**config.mk**
```make
export PLATFORM = sky130hd
export DESIGN_NAME = word_tokenizer_hash
export DESIGN_NICKNAME = d
export VERILOG_FILES = /design/src/hw/rtl/wth_pkg.sv /design/src/hw/rtl/wth_res_queue.sv /design/src/hw/rtl/word_tokenizer_hash.sv
export VERILOG_INCLUDE_DIRS = /design/src /design/src/hw/rtl
export SDC_FILE = /design/constraint.sdc
export NUM_CORES = 1
export LEC_CHECK = 0
export ABC_AREA = 1
export BUFFER_PORTS_ARGS = -buffer_cell sky130_fd_sc_hd__buf_2
export CORE_ASPECT_RATIO = 1.5
export CORE_MARGIN = 5
export CORE_UTILIZATION = 25
export DETAILED_ROUTE_END_ITERATION = 10
export HOLD_SLACK_MARGIN = 0.15
export PLACE_DENSITY = 0.49
export SYNTH_ARGS = -nofsm -noshare
export SYNTH_HDL_FRONTEND = slang
export SYNTH_SLANG_ARGS = --single-unit
```
**constraint.sdc**
```tcl
create_clock -name aclk -period 6.5 [get_ports aclk]
set_input_delay 1.3 -clock aclk [delete_from_list [all_inputs] [get_ports aclk]]
set_output_delay 1.3 -clock aclk [all_outputs]
set_load 0.02 [all_outputs]
```
**src/hw/rtl/word_tokenizer_hash_macros.svh**
```systemverilog
// Assertion macros shared by the word tokenizer RTL.
`ifndef WORD_TOKENIZER_HASH_MACROS_SVH
`define WORD_TOKENIZER_HASH_MACROS_SVH

// Same-cycle implication, checked out of reset.
`define WTH_ASSERT_NOW(label, ante, cons, msg) \
    label: assert property (@(posedge aclk) disable iff (!aresetn) (ante) |-> (cons)) \
        else $error(msg);

// Next-cycle implication, checked out of reset.
`define WTH_ASSERT_NEXT(label, ante, cons, msg) \
    label: assert property (@(posedge aclk) disable iff (!aresetn) (ante) |=> (cons)) \
        else $error(msg);

`endif

```
**src/hw/rtl/wth_pkg.sv**
```systemverilog
// Shared constants, types and hash functions of the word tokenizer.
package wth_pkg;

    // Word length cap and hash bucket size.
    localparam int MAX_LEN   = 1000;
    localparam int HASH_BITS = 20;

    localparam int LEN_W    = $clog2(MAX_LEN);
    localparam int HASH_W   = 32;
    localparam int BUCKET_W = 20;
    localparam int WLEN_W   = 10;

    localparam logic [LEN_W-1:0] LEN_FULL   = LEN_W'(MAX_LEN - 1);
    localparam logic [30:0]      BUCKET_MSK = 31'((64'd1 << HASH_BITS) - 64'd1);
    localparam logic [31:0]      SEED_RST   = 32'd1159241;

    // Result queue geometry.
    localparam int QDEPTH = 4;
    localparam int QPTR_W = $clog2(QDEPTH);
    localparam int QCNT_W = $clog2(QDEPTH + 1);

    // Control byte codes.
    localparam logic [7:0] CH_NUL   = 8'd0;
    localparam logic [7:0] CH_TAB   = 8'd9;
    localparam logic [7:0] CH_LF    = 8'd10;
    localparam logic [7:0] CH_VT    = 8'd11;
    localparam logic [7:0] CH_FF    = 8'd12;
    localparam logic [7:0] CH_CR    = 8'd13;
    localparam logic [7:0] CH_SPACE = 8'd32;

    typedef enum logic {
        IN_BYTE = 1'b0,
        IN_END  = 1'b1
    } in_kind_t;

    typedef enum logic {
        RES_WORD  = 1'b0,
        RES_BREAK = 1'b1
    } res_kind_t;

    typedef struct packed {
        res_kind_t           kind;
        logic [BUCKET_W-1:0] bucket;
        logic [WLEN_W-1:0]   length;
        logic                last;
    } res_t;

    // One step of the shift-add-xor hash; the byte is sign-extended.
    function automatic logic [HASH_W-1:0] wth_mix(input logic [HASH_W-1:0] h,
                                                  input logic [7:0] b);
        logic [HASH_W-1:0] c;
        c = {{(HASH_W-8){b[7]}}, b};
        return h ^ ((h << 5) + c + (h >> 2));
    endfunction

    function automatic logic [BUCKET_W-1:0] wth_bucket(input logic [HASH_W-1:0] h);
        logic [30:0] m;
        m = h[30:0] & BUCKET_MSK;
        return BUCKET_W'(m);
    endfunction

    function automatic logic wth_is_punct(input logic [7:0] b);
        return (b >= 8'd33 && b <= 8'd47) || (b >= 8'd58 && b <= 8'd64) ||
               (b >= 8'd91 && b <= 8'd96) || (b >= 8'd123 && b <= 8'd126);
    endfunction

endpackage

```
**src/hw/rtl/wth_res_queue.sv**
```systemverilog
// Result queue: takes up to two results a cycle, hands out one a cycle while the receiver is ready.
module wth_res_queue import wth_pkg::*; (
    input  logic       aclk,
    input  logic       aresetn,
    input  logic [1:0] push_n,
    input  res_t       push0,
    input  res_t       push1,
    output logic       room,
    output logic       m_valid,
    input  logic       m_ready,
    output res_t       m_data
);

    res_t              mem [QDEPTH];
    logic [QPTR_W-1:0] wr_ptr_reg, wr_ptr_next;
    logic [QPTR_W-1:0] rd_ptr_reg, rd_ptr_next;
    logic [QCNT_W-1:0] count_reg, count_next;
    logic              pop;
    logic [QPTR_W-1:0] wr_ptr_p1;

    assign pop       = m_valid && m_ready;
    assign wr_ptr_p1 = QPTR_W'(wr_ptr_reg + 1'b1);
    assign room      = count_reg <= QCNT_W'(QDEPTH - 2);
    assign m_valid   = count_reg != '0;
    assign m_data    = mem[rd_ptr_reg];

    // Advance pointers and occupancy.
    always_comb begin
        wr_ptr_next = QPTR_W'(wr_ptr_reg + push_n);
        rd_ptr_next = pop ? QPTR_W'(rd_ptr_reg + 1'b1) : rd_ptr_reg;
        count_next  = QCNT_W'(count_reg + QCNT_W'(push_n) - QCNT_W'(pop));
    end

    always_ff @(posedge aclk) begin
        if (!aresetn) begin
            wr_ptr_reg <= '0;
            rd_ptr_reg <= '0;
            count_reg  <= '0;
        end else begin
            wr_ptr_reg <= wr_ptr_next;
            rd_ptr_reg <= rd_ptr_next;
            count_reg  <= count_next;
        end
    end

    // Store the first and second result of a request.
    always_ff @(posedge aclk) begin
        if (push_n != 2'd0) begin
            mem[wr_ptr_reg] <= push0;
        end
        if (push_n == 2'd2) begin
            mem[wr_ptr_p1] <= push1;
        end
    end

endmodule

```
**src/hw/rtl/word_tokenizer_hash.sv**
```systemverilog
// A request is registered at acceptance; once the request stage fires, its results
// are written to the result queue, which offers a second result after the first.
// Throughput: one request per cycle; the one-result-per-cycle output port limits
// requests that give two results. The request stage stalls when the result queue
// has room for fewer than two results. Reset (synchronous, active low) clears the
// word state and queue and sets the hash seed to 1159241; no clearing pass.
`include "word_tokenizer_hash_macros.svh"
module word_tokenizer_hash import wth_pkg::*; (
    input  logic                aclk,
    input  logic                aresetn,
    // Seed register write channel
    input  logic                cfg_valid,
    output logic                cfg_ready,
    input  logic [HASH_W-1:0]   cfg_data,
    // Byte input channel
    input  logic                s_valid,
    output logic                s_ready,
    input  logic                s_kind,
    input  logic [7:0]          s_byte_value,
    // Result channel
    output logic                m_valid,
    input  logic                m_ready,
    output logic                m_result_kind,
    output logic [BUCKET_W-1:0] m_bucket,
    output logic [WLEN_W-1:0]   m_word_length,
    output logic                m_last
);

    logic [HASH_W-1:0] seed_val_reg;

    logic              in_valid_reg;
    in_kind_t          in_kind_reg;
    logic [7:0]        in_byte_reg;

    logic              in_word_reg, in_word_next;
    logic [LEN_W-1:0]  pend_len_reg, pend_len_next;
    logic [HASH_W-1:0] run_hash_reg, run_hash_next;
    logic [HASH_W-1:0] hh_reg [3];
    logic [7:0]        bh_reg [3];

    logic              proc_fire;
    logic              q_room;
    logic [1:0]        push_n;
    res_t              res0, res1, m_data;
    res_t              word_res, brk_res, punct_res;
    logic              full;
    logic              append;
    logic [7:0]        byte_low;
    logic [HASH_W-1:0] hash_base;
    logic [LEN_W-1:0]  fin_len;
    logic [HASH_W-1:0] fin_hash;

    assign cfg_ready = 1'b1;
    assign proc_fire = in_valid_reg && q_room;
    assign s_ready   = !in_valid_reg || proc_fire;

    // Hold the seed register.
    always_ff @(posedge aclk) begin
        if (!aresetn) begin
            seed_val_reg <= SEED_RST;
        end else if (cfg_valid && cfg_ready) begin
            seed_val_reg <= cfg_data;
        end
    end

    // Register the incoming request.
    always_ff @(posedge aclk) begin
        if (!aresetn) begin
            in_valid_reg <= 1'b0;
        end else if (s_ready) begin
            in_valid_reg <= s_valid;
        end
    end

    always_ff @(posedge aclk) begin
        if (s_valid && s_ready) begin
            in_kind_reg <= in_kind_t'(s_kind);
            in_byte_reg <= s_byte_value;
        end
    end

    // Lower the byte and pick the hash start.
    always_comb begin
        byte_low  = in_byte_reg;
        if (in_byte_reg >= 8'd65 && in_byte_reg <= 8'd90) begin
            byte_low = in_byte_reg | 8'h20;
        end
        hash_base = in_word_reg ? run_hash_reg : seed_val_reg;
        full      = pend_len_reg == LEN_FULL;
    end

    // Finish the pending word, trimming a split multibyte tail of a full word.
    always_comb begin
        fin_len  = pend_len_reg;
        fin_hash = run_hash_reg;
        if (full && bh_reg[0][7]) begin
            if (bh_reg[0][7:6] == 2'b11) begin
                fin_len  = pend_len_reg - LEN_W'(1);
                fin_hash = hh_reg[0];
            end else if (bh_reg[1][7:5] == 3'b111) begin
                fin_len  = pend_len_reg - LEN_W'(2);
                fin_hash = hh_reg[1];
            end else if (bh_reg[2][7:3] == 5'b11110) begin
                fin_len  = pend_len_reg - LEN_W'(3);
                fin_hash = hh_reg[2];
            end
        end
        word_res  = '{kind: RES_WORD, bucket: wth_bucket(fin_hash),
                      length: WLEN_W'(fin_len), last: 1'b0};
        brk_res   = '{kind: RES_BREAK, bucket: '0, length: '0, last: 1'b0};
        punct_res = '{kind: RES_WORD,
                      bucket: wth_bucket(wth_mix(seed_val_reg, in_byte_reg)),
                      length: WLEN_W'(1), last: 1'b0};
    end

    // Decode the request into results and the next word state.
    always_comb begin
        push_n        = 2'd0;
        res0          = brk_res;
        res1          = brk_res;
        append        = 1'b0;
        in_word_next  = in_word_reg;
        pend_len_next = pend_len_reg;
        run_hash_next = run_hash_reg;
        if (proc_fire) begin
            if (in_kind_reg == IN_END) begin
                push_n        = 2'd1;
                res0          = in_word_reg ? word_res : brk_res;
                in_word_next  = 1'b0;
                pend_len_next = '0;
            end else begin
                case (in_byte_reg) inside
                    CH_CR: begin
                    end
                    CH_LF: begin
                        push_n        = in_word_reg ? 2'd2 : 2'd1;
                        res0          = in_word_reg ? word_res : brk_res;
                        res1          = brk_res;
                        in_word_next  = 1'b0;
                        pend_len_next = '0;
                    end
                    CH_NUL, CH_VT, CH_FF: begin
                        push_n        = 2'd1;
                        res0          = in_word_reg ? word_res : brk_res;
                        in_word_next  = 1'b0;
                        pend_len_next = '0;
                    end
                    CH_SPACE, CH_TAB: begin
                        push_n        = in_word_reg ? 2'd1 : 2'd0;
                        res0          = word_res;
                        in_word_next  = 1'b0;
                        pend_len_next = '0;
                    end
                    default: begin
                        if (!full) begin
                            if (wth_is_punct(in_byte_reg)) begin
                                push_n        = in_word_reg ? 2'd2 : 2'd1;
                                res0          = in_word_reg ? word_res : punct_res;
                                res1          = punct_res;
                                in_word_next  = 1'b0;
                                pend_len_next = '0;
                            end else begin
                                append        = 1'b1;
                                in_word_next  = 1'b1;
                                pend_len_next = LEN_W'(pend_len_reg + 1'b1);
                                run_hash_next = wth_mix(hash_base, byte_low);
                            end
                        end
                    end
                endcase
            end
        end
        res0.last = push_n == 2'd1;
        res1.last = 1'b1;
    end

    // Update the word state.
    always_ff @(posedge aclk) begin
        if (!aresetn) begin
            in_word_reg  <= 1'b0;
            pend_len_reg <= '0;
        end else begin
            in_word_reg  <= in_word_next;
            pend_len_reg <= pend_len_next;
        end
    end

    // Advance running hash and the short hash and byte histories.
    always_ff @(posedge aclk) begin
        run_hash_reg <= run_hash_next;
        if (append) begin
            hh_reg[2] <= hh_reg[1];
            hh_reg[1] <= hh_reg[0];
            hh_reg[0] <= hash_base;
            bh_reg[2] <= bh_reg[1];
            bh_reg[1] <= bh_reg[0];
            bh_reg[0] <= byte_low;
        end
    end

    wth_res_queue u_queue (
        .aclk    (aclk),
        .aresetn (aresetn),
        .push_n  (push_n),
        .push0   (res0),
        .push1   (res1),
        .room    (q_room),
        .m_valid (m_valid),
        .m_ready (m_ready),
        .m_data  (m_data)
    );

    assign m_result_kind = m_data.kind;
    assign m_bucket      = m_data.bucket;
    assign m_word_length = m_data.length;
    assign m_last        = m_data.last;

    `WTH_ASSERT_NOW(a_idle_len_zero, !in_word_reg, pend_len_reg == '0,
        "pending length nonzero outside a word")
    `WTH_ASSERT_NOW(a_len_cap, 1'b1, pend_len_reg <= LEN_FULL,
        "pending length beyond word cap")
    `WTH_ASSERT_NOW(a_break_empty, m_valid && m_result_kind == RES_BREAK,
        m_bucket == '0 && m_word_length == '0, "line break carries word data")
    `WTH_ASSERT_NEXT(a_req_held, in_valid_reg && !proc_fire, in_valid_reg,
        "stalled request lost")

endmodule
```
==> results of run 1 <==
metrics by stage:
step / worst slack [ps] / hold WS (ps)
after floorplan: 1230 / 400
after global placement: 1800 / 404
after detailed placement: 1800 / 410
after CTS: 1770 / 409
after global routing: 1460 / 431
final: 1790 / 425
power by group through the flow:
stage / Combinational, mW / Sequential (mW) / Clock (mW)
4_1_cts: 2.59 / 2.34 / 1.85
5_1_grt: 2.85 / 2.35 / 1.92
3_3_place_gp: 2.57 / 2.37 / 0
2_1_floorplan: 1.74 / 2.34 / 0
6_report: 2.56 / 2.33 / 1.81
3_5_place_dp: 2.58 / 2.38 / 0
worst min path at each step:
| stage | start | endpoint | slack [ps] | depth (start not counted) |
|---|---|---|---|---|
| floorplan | bh_reg[0][3] | bh_reg[0][11] | 400 | 0 |
| detailed placement | bh_reg[0][3] | bh_reg[0][11] | 410 | 0 |
| finish | bh_reg[0][3] | bh_reg[0][11] | 420 | 0 |
| CTS | hh_reg[0][40] | hh_reg[0][72] | 410 | 0 |
| global placement | bh_reg[0][11] | bh_reg[0][19] | 400 | 0 |
| global route | bh_reg[0][3] | bh_reg[0][11] | 430 | 0 |
cells by family after synthesis:
logic type                 synth area share
adders and majority gates            0.0935
DFF                                   0.438
and+or+nand+nor                       0.236
xor gates and xnor gates             0.0476
buffers and inverters                0.0604
AOI/OAI and AO/OA                     0.124
other                              0.000206
layer usage:
layer / share of wire / up-vias / track usage
met4: 0.038 / 0 / 0.0588
met3: 0.037 / 107 / 0.0146
met1: 0.40 / 7361 / 0.176
li1: - / 7545 / -
met2: 0.52 / 413 / 0.285
met5: 0 / - / 0
worst max-delay path, cell delays in order (launching register included):
cell and delay (ps):
sky130_fd_sc_hd__dfxtp_1 310, sky130_fd_sc_hd__buf_4 330, sky130_fd_sc_hd__inv_2 460, sky130_fd_sc_hd__o21ai_0 860
sky130_fd_sc_hd__fa_1 550, sky130_fd_sc_hd__ha_1 400, sky130_fd_sc_hd__nand2_1 160, sky130_fd_sc_hd__nor2_1 220
sky130_fd_sc_hd__nand2_1 70, sky130_fd_sc_hd__o21ai_0 450, sky130_fd_sc_hd__a21boi_0 240, sky130_fd_sc_hd__o21ai_0 250
sky130_fd_sc_hd__xor2_1 90
cell type report:
cell class,instances,area [µm²]
flip-flops and latches,297,7990
inverters,175,661
clock inverters,20,193
multi-input cells,1672,9160
well taps,922,1150
clock buffers,37,828
fillers,7702,52000
repair buffers,104,583
synthesized netlist by cell type, drive strengths merged (12+ instances only):
master,instances
nand2,662
nor2,220
o21ai,218
edfxtp,204
inv,172
nand3,125
a21oi,110
dfxtp,93
ha,69
xor2,65
buf,47
clkbuf,47
fa,42
o22ai,36
xnor2,34
o211ai,21
nand4,12
==> flow_results.org, run 1 <==
** Run status
- Outcome :: completed

** Synth
- Syn. warnings :: 0
- Synthesis produced a netlist whose cell count is 2238.
- A synthesized cell averages 8.15 µm².
- The share of the Yosys chip area taken by registers is 0.438.
- Biggest area contributors in the synthesized netlist :: sky130_fd_sc_hd__edfxtp_1, sky130_fd_sc_hd__nand2_1, sky130_fd_sc_hd__dfxtp_1
- For this run, the leading register cell type out of synthesis is sky130_fd_sc_hd__edfxtp_1.
- After synthesis, the netlist uses 52 different library cells.
- The synthesized design spends more area on one cell type than any other, namely sky130_fd_sc_hd__edfxtp_1.
- The cell area that synthesis handed to floorplanning was 0.0182 mm².
- Counting flops with a built-in enable in the synthesized netlist gives 204.
- After synthesis the netlist holds a flip-flop and latch count of 297.
- Ys async rst share :: 0
- Counting every net in the synthesized netlist gives 2395.
- Of the post-synthesis cell area, the dominant cell type holds 0.336.

** Power
- Leakage dissipation :: 8.81 nW
- The analysis attributes to net switching a power of 2.63 mW.
- VDD IR max :: 190 µV
- Total power draw :: 6.70 mW
- The internal portion of the total power is 4.07 mW.
- Dividing total power by cell area gives a power density of 326 mW/mm².
- Proportion of power drawn by combinational gates :: 0.382
- Of the total power, the clock network draws 0.270.
- Of the total power, the share spent switching nets is 0.393.
- Sequential fraction of design power :: 0.348

** Cells and area
- After the flow finishes, the layout carries non-filler instances totaling 3227.
- Finished layout cell area :: 0.0206 mm²
- Commonest non-fill, non-tap cell in the layout :: sky130_fd_sc_hd__nand2_1
- Leaving out fill and tap cells, the most frequent cells in the layout are sky130_fd_sc_hd__nand2_1, sky130_fd_sc_hd__nor2_1, sky130_fd_sc_hd__edfxtp_1, sky130_fd_sc_hd__o21ai_0, sky130_fd_sc_hd__inv_1.
- At the end of the flow the core is filled with cells to 0.284.
- Diodes inserted :: 0
- From synthesis to final layout, the design area changed by 12.8%.
- Share of layout cells above drive strength 1 :: 0.0898
- The register with the most flip-flops in the layout has 128 of them.
- Number of nets at the end of the flow :: 2438

** Drt
- The first detailed-routing pass ran for 5 iterations.
- Final wirelength :: 61000 µm
- In the routed layout, each cell is associated on average with a via count of 4.78.
- The detailed router placed 15.4k vias in this run.
- In this run, the number of DRC markers left after iteration 0 of detailed routing was 1005.
- For this run, design rule violations remaining after detail routing come to 0.
- After detailed routing, the average wire length per cell comes to 18.9 µm.
- Number of antenna-violating nets in the routed design :: 0

** Clock tree
- Number of instances resized during post-cts repair :: 0
- Post-CTS timing repair inserted 0 buffers for setup.
- Clock tree synthesis selected as its root buffer the cell sky130_fd_sc_hd__clkbuf_16.
- TritonCTS Buffers :: 31
- Total number of clock tree sinks :: 297
- Clock insertion delay at the later pin of the skew report :: 590 ps
- Count of H-tree levels built during CTS :: 1
- Maximum number of buffers from clock root to sink :: 3
- In this run, post-CTS hold repair placed 0 buffers.
- TritonCTS built the clock tree.
- Register clock-pin slew on the reported worst setup and hold paths :: 60 ps

** Placement
- Routability congestion estimate :: 0.889
- DP Cell Count :: 3170
- Once placement finished, the instance area stood at 0.0195 mm².
- # port buffers :: 79
- DP HPWL :: 45300 µm

** Die
- The floorplan step defined a core boundary enclosing 0.0725 mm².
- Cell Rows :: 121
- 81 I/O pins were placed.
- Die X-Extent :: 230 µm
- For this configuration, the core starts out at a cell density of 0.251.
- Die Area :: 0.0785 mm²
- Die Height :: 341 µm

** STA
- Of the available clock period, the critical path in the final layout requires 0.725.
- Maximum clock frequency :: 212 MHz
- Across the routed clock network, the largest skew measured is 32.0 ps.
- The worst path in the final design needs a cycle of 4710 ps, including I/O delays and setup.
- Setup total negative slack :: 0 ps
- Measured against its own limit, the worst slew margin works out to 0.306.
- The count of final max-slew check failures is 0.
- Setup violations remaining at the end of the flow were counted as 0.
- Setup repair after global routing left no endpoint under its margin.
- At the pin with the least slew margin, the transition time is 1040 ps.
- The final count of hold timing violations is 0.

** Global routing
- Global route total overflow :: 0
- The initial antenna violation count is 0.
- Overall track demand over capacity in global routing :: 0.152
- The first global-routing pass estimated 93600 µm of wire.
- Entering global routing, the biggest net connects 76 pins.
- The via count of the first global-routing pass came to 15.8k.

** Setup path
- Depth of the most critical reg-to-reg path :: 12
- Along the worst path, the maximum fanout reaches 52.
- Critical path startpoint :: in_word_reg
- Startpoint class of the critical path :: flop
- The worst setup path is captured at a flop.
- Worst R2R Start :: in_word_reg
- In this run the critical register-to-register path is captured at run_hash_reg[23].
- Critical path capture point :: run_hash_reg[23]
- Data arrives at the worst endpoint at 5010 ps.
- By startpoint and endpoint, the worst setup path is classified as reg -> reg.
- In this run the register-to-register setup slack is 1790 ps.
- STA puts the critical path data required time at 6800 ps.

** Job
- Max-cap violations in this run came to 0.

** Min path
- The tightest min-delay check is of the reg -> reg type.
No activity file was read; power rests on OpenSTA's default activity.
==> run 2, diff against run 1 <==
==> constraint.sdc (replaced) <==
create_clock -name aclk -period 4.2 [get_ports aclk]
set_input_delay 0.84 -clock aclk [delete_from_list [all_inputs] [get_ports aclk]]
set_output_delay 0.84 -clock aclk [all_outputs]
set_load 0.02 [all_outputs]
==> run 2 against run 1 <==
Largest cell class unchanged; cell count rose by 1.4%; hold slack got worse by 2.9 ps; largest power group unchanged; count of clock-buffer cells in the layout rose by 4; sequential share of layout area fell by 1.1 points; sequential power rose by 54%.
==> flow_results.org, run 2 (synthesis results as in run 1) <==
** Clock tree
- Count of H-tree levels built during CTS :: 2 (was 1)
- The maximum count of clock buffers along a single path came to 3 (unchanged).
- The number of instances resized during post-cts repair was 0 (unchanged).
- Setup bufs post-CTS :: 0 (unchanged)
- Root buffer selected by CTS :: sky130_fd_sc_hd__clkbuf_16 (unchanged)
- The clock transition at the registers of the reported paths is 60 ps (about the same).
- Clock insertion delay at the later pin of the skew report :: 570 ps (was 590 ps)
- CTS tree :: done (unchanged)
- The clock sink count was 297 (unchanged).
- Hold-fix buffers at CTS :: 0 (unchanged)
- The number of CTS-inserted buffers was 36 (was 31).

** Cells and area
- Final core utilization :: 0.292 (was 0.284)
- Area growth syn-to-layout :: 16.0% (was 12.8%)
- Number of nets at the end of the flow :: 2479 (was 2438)
- Fill cells :: 7716 (was 7702)
- The final antenna diode count is 0 (unchanged).
- The fraction of final layout cells sized beyond drive strength 1 came to 0.114 (was 0.0898).
- The post-route standard cell area excluding fillers was 0.0212 mm² (was 0.0206 mm²).
- The most common cell after layout, fill and taps aside was sky130_fd_sc_hd__nand2_1 (unchanged).
- Highest-count cells in the layout ignoring fill and taps: sky130_fd_sc_hd__nand2_1, sky130_fd_sc_hd__nor2_1, sky130_fd_sc_hd__edfxtp_1, sky130_fd_sc_hd__o21ai_0, sky130_fd_sc_hd__inv_1 (unchanged).
- The flip-flop count of the largest register, all copies and words added is 128 (unchanged).

** Setup path
- Worst Path Max Fanout :: 7 (was 52)
- The start-to-end type of the worst setup path is reg -> reg (unchanged).
- The endpoint class of the critical path is a flop (unchanged).
- The worst endpoint data arrival time is 4160 ps (was 5010 ps).
- The nature of the critical path startpoint is a flop (unchanged).
- Worst path required time :: 4500 ps (was 6800 ps)

** Global routing
- The first-pass GRT wire length is 96000 µm (was 93600 µm).
- Overall track demand over capacity in global routing :: 0.158 (was 0.152)
- The maximum number of pins on one net before global-route repair was 65 (was 76).
- The initial antenna violation count is 1 (was 0).
- The via count of the first global-routing pass came to 15.9k (was 15.8k).
- The remaining global-route overflow is 0 (unchanged).

** Drt
- Remaining routing DRC violations :: 0 (unchanged)
- Vias per inst :: 4.81 (was 4.78)
- The iteration count of the initial detailed-routing pass came to 6 (was 5).
- Final wirelength :: 63900 µm (was 61000 µm)
- The iteration-0 DRC count of the detailed router was 1126 (was 1005).
- Wire per inst :: 19.5 µm (was 18.9 µm)
- Total vias in the final route :: 15.7k (was 15.4k)
- Number of antenna-violating nets in the routed design :: 0 (unchanged)

** Placement
- The weighted congestion reported at the end of routability-driven placement came to 0.942 (was 0.889).
- # port buffers :: 79 (unchanged)
- DP HPWL :: 47800 µm (was 45300 µm)
- The cell area after placement came to 0.0199 mm² (was 0.0195 mm²).
- The worst slack at placement came to 401 ps (was 1800 ps).

** Run status
- Outcome: completed (unchanged).

** Power
- VDD IR max :: 269 µV (was 190 µV)
- The overall power of the completed layout is 11.0 mW (was 6.70 mW).
- Leakage dissipation :: 9.11 nW (was 8.81 nW)
- Power density over cell area :: 521 mW/mm² (was 326 mW/mm²)

** STA
- The final count of negative-setup-slack endpoints was 0 (unchanged).
- Crit share post-route :: 0.917 (was 0.725)
- Worst clock skew :: 35.0 ps (was 32.0 ps)
- Minimum clock period after layout :: 3850 ps (was 4710 ps)
- Final-report hold violation count :: 0 (unchanged)
- Unrepaired setup endpoints after global routing: no (unchanged).
- Worst Setup Slack, final :: 347 ps (was 1790 ps)
- The accumulated negative setup slack came to 0 ps (unchanged).
- Worst rel slew slack :: 0.446 (was 0.306)
- The maximum frequency from static timing analysis is 260 MHz (was 212 MHz).
- Transition time of the tightest slew-check pin :: 831 ps (was 1040 ps)
- Final Max Tran Viols :: 0 (unchanged)

** Die
- The starting utilization of the core area is 0.251 (unchanged).
- The number of placed I/O pins is 81 (unchanged).
- The die area is 0.0785 mm² (unchanged).
- The core outline area was 0.0725 mm² (unchanged).
- Die Height :: 341 µm (unchanged)
- The floorplan row count came to 121 (unchanged).
- Die X-Extent :: 230 µm (unchanged)

** Job
- Number of max-cap violations :: 0 (unchanged)

** Min path
- The classification of the worst-slack hold path was reg -> reg (unchanged).
run 2: cell type report:
| class | count | area, µm² | share of cell area |
|---|---|---|---|
| Multi-Input combinational cell | 1672 | 9220 | 0.436 |
| Sequential cell | 297 | 7990 | 0.378 |
| Tap cell | 922 | 1150 | 0.0545 |
| Clock buffer | 41 | 982 | 0.0464 |
| Timing Repair Buffer | 140 | 891 | 0.0421 |
| Inverter | 175 | 664 | 0.0314 |
| Clock inverter | 25 | 253 | 0.0119 |
run 2: power by group:
| group | switching (mW) | leakage (nW) | internal (mW) | total (mW) |
|---|---|---|---|---|
| registers | 0.133 | 2.70 | 3.46 | 3.59 |
| clock network | 1.33 | 0.606 | 1.94 | 3.27 |
| logic | 2.81 | 5.81 | 1.34 | 4.15 |
run 2: final timing paths:
kind                  start                to  slack [ps]  depth (start not counted)
max          in_byte_reg[2]  run_hash_reg[26]         350                         16
min            bh_reg[0][3]     bh_reg[0][11]         420                          0
max reg2reg  in_byte_reg[2]  run_hash_reg[26]         350                         16
min reg2reg    bh_reg[0][3]     bh_reg[0][11]         420                          0
run 2: worst max-delay path, cell delays in order (launching register included):
cell and delay [ps]:
sky130_fd_sc_hd__edfxtp_1 630, sky130_fd_sc_hd__inv_2 90, sky130_fd_sc_hd__nand2_2 100, sky130_fd_sc_hd__nor2_1 70
sky130_fd_sc_hd__a21oi_1 150, sky130_fd_sc_hd__o221ai_1 140, sky130_fd_sc_hd__o21ai_1 260, sky130_fd_sc_hd__inv_1 150
sky130_fd_sc_hd__fa_1 520, sky130_fd_sc_hd__inv_2 50, sky130_fd_sc_hd__ha_4 300, sky130_fd_sc_hd__nand2_2 70
sky130_fd_sc_hd__o21ai_1 380, sky130_fd_sc_hd__nand3_1 130, sky130_fd_sc_hd__nand2_1 250, sky130_fd_sc_hd__a21oi_1 130
sky130_fd_sc_hd__xor2_1 170
run 2: metrics by stage:
stage	cells	hold WS (ps)
floorplan	2238	400
global placement	3206	403
detailed placement	3206	407
CTS	3272	423
global route	3272	437
finish	3272	422
run 2: per-layer routing:
| layer | wire length (µm) | GRT usage |
|---|---|---|
| met3 | 2210 | 0.0165 |
| met5 | 0 | 0 |
| met2 | 34300 | 0.304 |
| met1 | 24900 | 0.178 |
| met4 | 2610 | 0.0616 |
==> run 3, diff against run 2 <==
==> constraint.sdc (replaced) <==
create_clock -name aclk -period 4.2 [get_ports aclk]
set_input_delay 0.84 -clock aclk [delete_from_list [all_inputs] [get_ports aclk]]
set_output_delay 0.84 -clock aclk [all_outputs]
set_load 0.1 [all_outputs]
==> run 3 against run 2 <==
Design area is 0.43% lower; sequential share of layout area up 0.16 points; largest cell class unchanged; critical endpoint is now run_hash_reg[31]; combinational power up 19%.
==> flow_results.org, run 3 (synthesis results as in run 1) <==
** Run status
- Outcome :: completed (unchanged)

** Setup path
- Critical path's slowest cell :: sky130_fd_sc_hd__edfxtp_1 (unchanged)
- Reg-to-reg slack, setup :: 370 ps (was 350 ps)
- The critical register-to-register path endpoint is run_hash_reg[31] (was run_hash_reg[26]).
- Most used cell, CP :: sky130_fd_sc_hd__inv_1
- The length in cells of the worst reg-to-reg path is 19 (was 16).
- Startpoint class of the critical path :: flop (unchanged)
- The startpoint of the worst register-to-register path is in_byte_reg[2] (unchanged).
- Nature of the critical path endpoint :: flop (unchanged)
- Classification of the worst setup path :: reg -> reg (unchanged)
- The largest driver fanout on the critical path came to 7 (unchanged).
- The kind of cell adding the most delay to the critical path is compound AO/OA/AOI/OAI gates (unchanged).
- The worst endpoint data arrival time was 4120 ps (was 4160 ps).
- Ordered list of cells on the worst path: inv_2 > nand2_2 > nor2_1 > a21oi_1 > o221ai_1 > o21ai_1 > inv_1 > fa_1 > inv_1 > ha_4 > a21oi_2 > inv_1 > a31oi_1 > o21ai_1 > buf_4 > nand4_1 > nand2_1 > xor2_1 > inv_1 (was inv_2 > nand2_2 > nor2_1 > a21oi_1 > o221ai_1 > o21ai_1 > inv_1 > fa_1 > inv_2 > ha_4 > nand2_2 > o21ai_1 > nand3_1 > nand2_1 > a21oi_1 > xor2_1).
- Worst path required time :: 4490 ps (was 4500 ps)
- The worst stage delay on the critical path is 650 ps (was 630 ps).
- The buffering stage count on the worst path with inverters included was 6 (was 3).

** Power
- Leakage dissipation :: 9.06 nW (was 9.11 nW)
- Power density over cell area :: 550 mW/mm² (was 521 mW/mm²)
- The worst ir drop on vdd is 299 µV (was 269 µV).
- Total power draw :: 11.6 mW (was 11.0 mW)

** Drt
- The via count came to 15.9k (was 15.7k).
- Wire per inst :: 19.7 µm (was 19.5 µm)
- The DRC violation count after routing came to 0 (unchanged).
- The total length of routed wires came to 64400 µm (was 63900 µm).
- The iteration-0 DRC count of the detailed router was 1119 (was 1126).
- The iteration count of the initial detailed-routing pass is 6 (unchanged).
- The number of routed nets with antenna violations is 0 (unchanged).
- The ratio of routed vias to standard cells came to 4.85 (was 4.81).

** Cells and area
- Commonest non-fill, non-tap cell in the layout :: sky130_fd_sc_hd__nand2_1 (unchanged)
- Storage cell area :: 0.00799 mm² (unchanged)
- The final antenna diode count came to 0 (unchanged).
- The flip-flop count of the largest register, all copies and words added was 128 (unchanged).
- Number of nets at the end of the flow :: 2480 (was 2479)
- The area growth from synthesis to layout is 15.5% (was 16.0%).
- Share of layout cells above drive strength 1 :: 0.110 (was 0.114)
- Fill cells :: 7732 (was 7716)
- The area taken by multi-input logic gates is 0.00922 mm² (unchanged).
- Final core utilization :: 0.290 (was 0.292)
- The final non-filler cell total came to 3269 (was 3272).
- The post-route standard cell area excluding fillers was 0.0211 mm² (was 0.0212 mm²).
- Highest-count cells in the layout ignoring fill and taps :: sky130_fd_sc_hd__nand2_1, sky130_fd_sc_hd__nor2_1, sky130_fd_sc_hd__edfxtp_1, sky130_fd_sc_hd__o21ai_0, sky130_fd_sc_hd__inv_1 (unchanged)

** Clock tree
- Maximum number of buffers from clock root to sink :: 3 (unchanged)
- Setup bufs post-CTS :: 0 (unchanged)
- The clock root buffer master was sky130_fd_sc_hd__clkbuf_16 (unchanged).
- Register clock-pin slew on the reported worst setup and hold paths :: 60 ps (about the same)
- Number of instances resized during post-cts repair :: 0 (unchanged)
- The clock tree from TritonCTS is done (unchanged).
- Hold-fix buffers at CTS :: 0 (unchanged)
- The number of CTS-inserted buffers is 35 (was 36).
- Total number of clock tree sinks :: 297 (unchanged)
- The number of H-tree branching levels was 2 (unchanged).
- The insertion delay of the later-clocked pin in the worst-skew pair was 540 ps (was 570 ps).

** STA
- Worst clock skew :: 18.2 ps (was 35.0 ps)
- Final-report hold violation count :: 0 (unchanged)
- Worst rel slew slack :: 0.373 (was 0.446)
- Total setup violations reported at the end of the flow :: 0 (unchanged)
- Unrepaired setup endpoints after global routing :: no (unchanged)
- The maximum frequency from static timing analysis was 261 MHz (was 260 MHz).
- Transition time of the tightest slew-check pin :: 930 ps (was 831 ps)
- The count of final max-slew check failures was 0 (unchanged).
- Crit share post-route :: 0.911 (was 0.917)
- Minimum clock period after layout :: 3830 ps (was 3850 ps)
- Tightest hold margin :: 418 ps (was 422 ps)

** Placement
- The total instance count after detailed placement was 3208 (was 3206).
- Instance area at placement :: 0.0199 mm² (about the same)
- The number of port buffers was 79 (unchanged).
- The weighted congestion reported at the end of routability-driven placement is 0.902 (was 0.942).
- The detailed placement HPWL was 48600 µm (was 47800 µm).

** Global routing
- The initial antenna violation count is 0 (was 1).
- Maximum number of pins on one net before global-route repair :: 65 (unchanged)
- Overall track demand over capacity in global routing :: 0.159 (was 0.158)
- The remaining global-route overflow came to 0 (unchanged).
- Vias in the first global route :: 16.0k (was 15.9k)
- Global-route wire length before repair :: 97000 µm (was 96000 µm)

** Min path
- Startpoint of the tightest hold check path :: bh_reg[0][11] (was bh_reg[0][3])
- The cell depth of the worst min-delay path came to 0 (unchanged).
- Worst Hold Class :: reg -> reg (unchanged)
- End of the worst hold path :: bh_reg[0][19] (was bh_reg[0][11])

** Job
- The number of max-capacitance violations reported came to 0 (unchanged).

** Die
- The die area came to 0.0785 mm² (unchanged).
- Die Height :: 341 µm (unchanged)
- Starting density of the core :: 0.251 (unchanged)
- Number of primary I/O pins :: 81 (unchanged)
- Core region area :: 0.0725 mm² (unchanged)
- The chip width came to 230 µm (unchanged).
- Cell Rows :: 121 (unchanged)
## run 3: worst reg2reg max path, delay by kind of cell, from the launching register on
| kind | cells | cell delay, ps |
|---|---|---|
| adders and majority gates | 2 | 630 |
| DFF | 1 | 650 |
| buffers and inverters | 6 | 650 |
| and+or+nand+nor | 4 | 350 |
| AOI/OAI and AO/OA | 6 | 1160 |
| xor gates and xnor gates | 1 | 150 |
## run 3: layout make-up
cell class	instances	area share
Sequential cell	297	0.379
Inverter	175	0.0315
Clock inverter	8	0.00446
Clock buffer	53	0.0492
Tap cell	922	0.0548
Timing Repair Buffer	142	0.0430
Multi-Input combinational cell	1672	0.438
## run 3: per-stage QoR
step / setup TNS, ps / setup WS (ps)
after detailed placement: 0 / 402
final: 0 / 375
after floorplan: -11310 / -162
after global placement: 0 / 404
after global routing: 0 / 99.3
after CTS: 0 / 394
## run 3: metal layers
layer  up-vias  GRT usage  wire, µm  part of all wire
li1       7630          -         -                 -
met1      7634      0.173     24100              0.37
met2       465      0.302     34200              0.53
met3       141     0.0199      2710             0.042
met4         0     0.0769      3420             0.053
met5         -          0         0                 0
## run 3: worst max-delay path by stage
stage	start	to	depth (start not counted)
global placement	in_byte_reg[2]	run_hash_reg[31]	19
floorplan	in_byte_reg[7]	run_hash_reg[20]	21
finish	in_byte_reg[2]	run_hash_reg[31]	19
global route	in_byte_reg[2]	run_hash_reg[20]	22
detailed placement	in_byte_reg[2]	run_hash_reg[31]	19
CTS	in_byte_reg[2]	run_hash_reg[31]	19
## run 3: power breakdown
group | internal (mW) | switching, mW | leakage (nW)
sequential | 3.46 | 0.134 | 2.70
combinational | 1.35 | 3.58 | 5.81
clock | 1.82 | 1.23 | 0.548
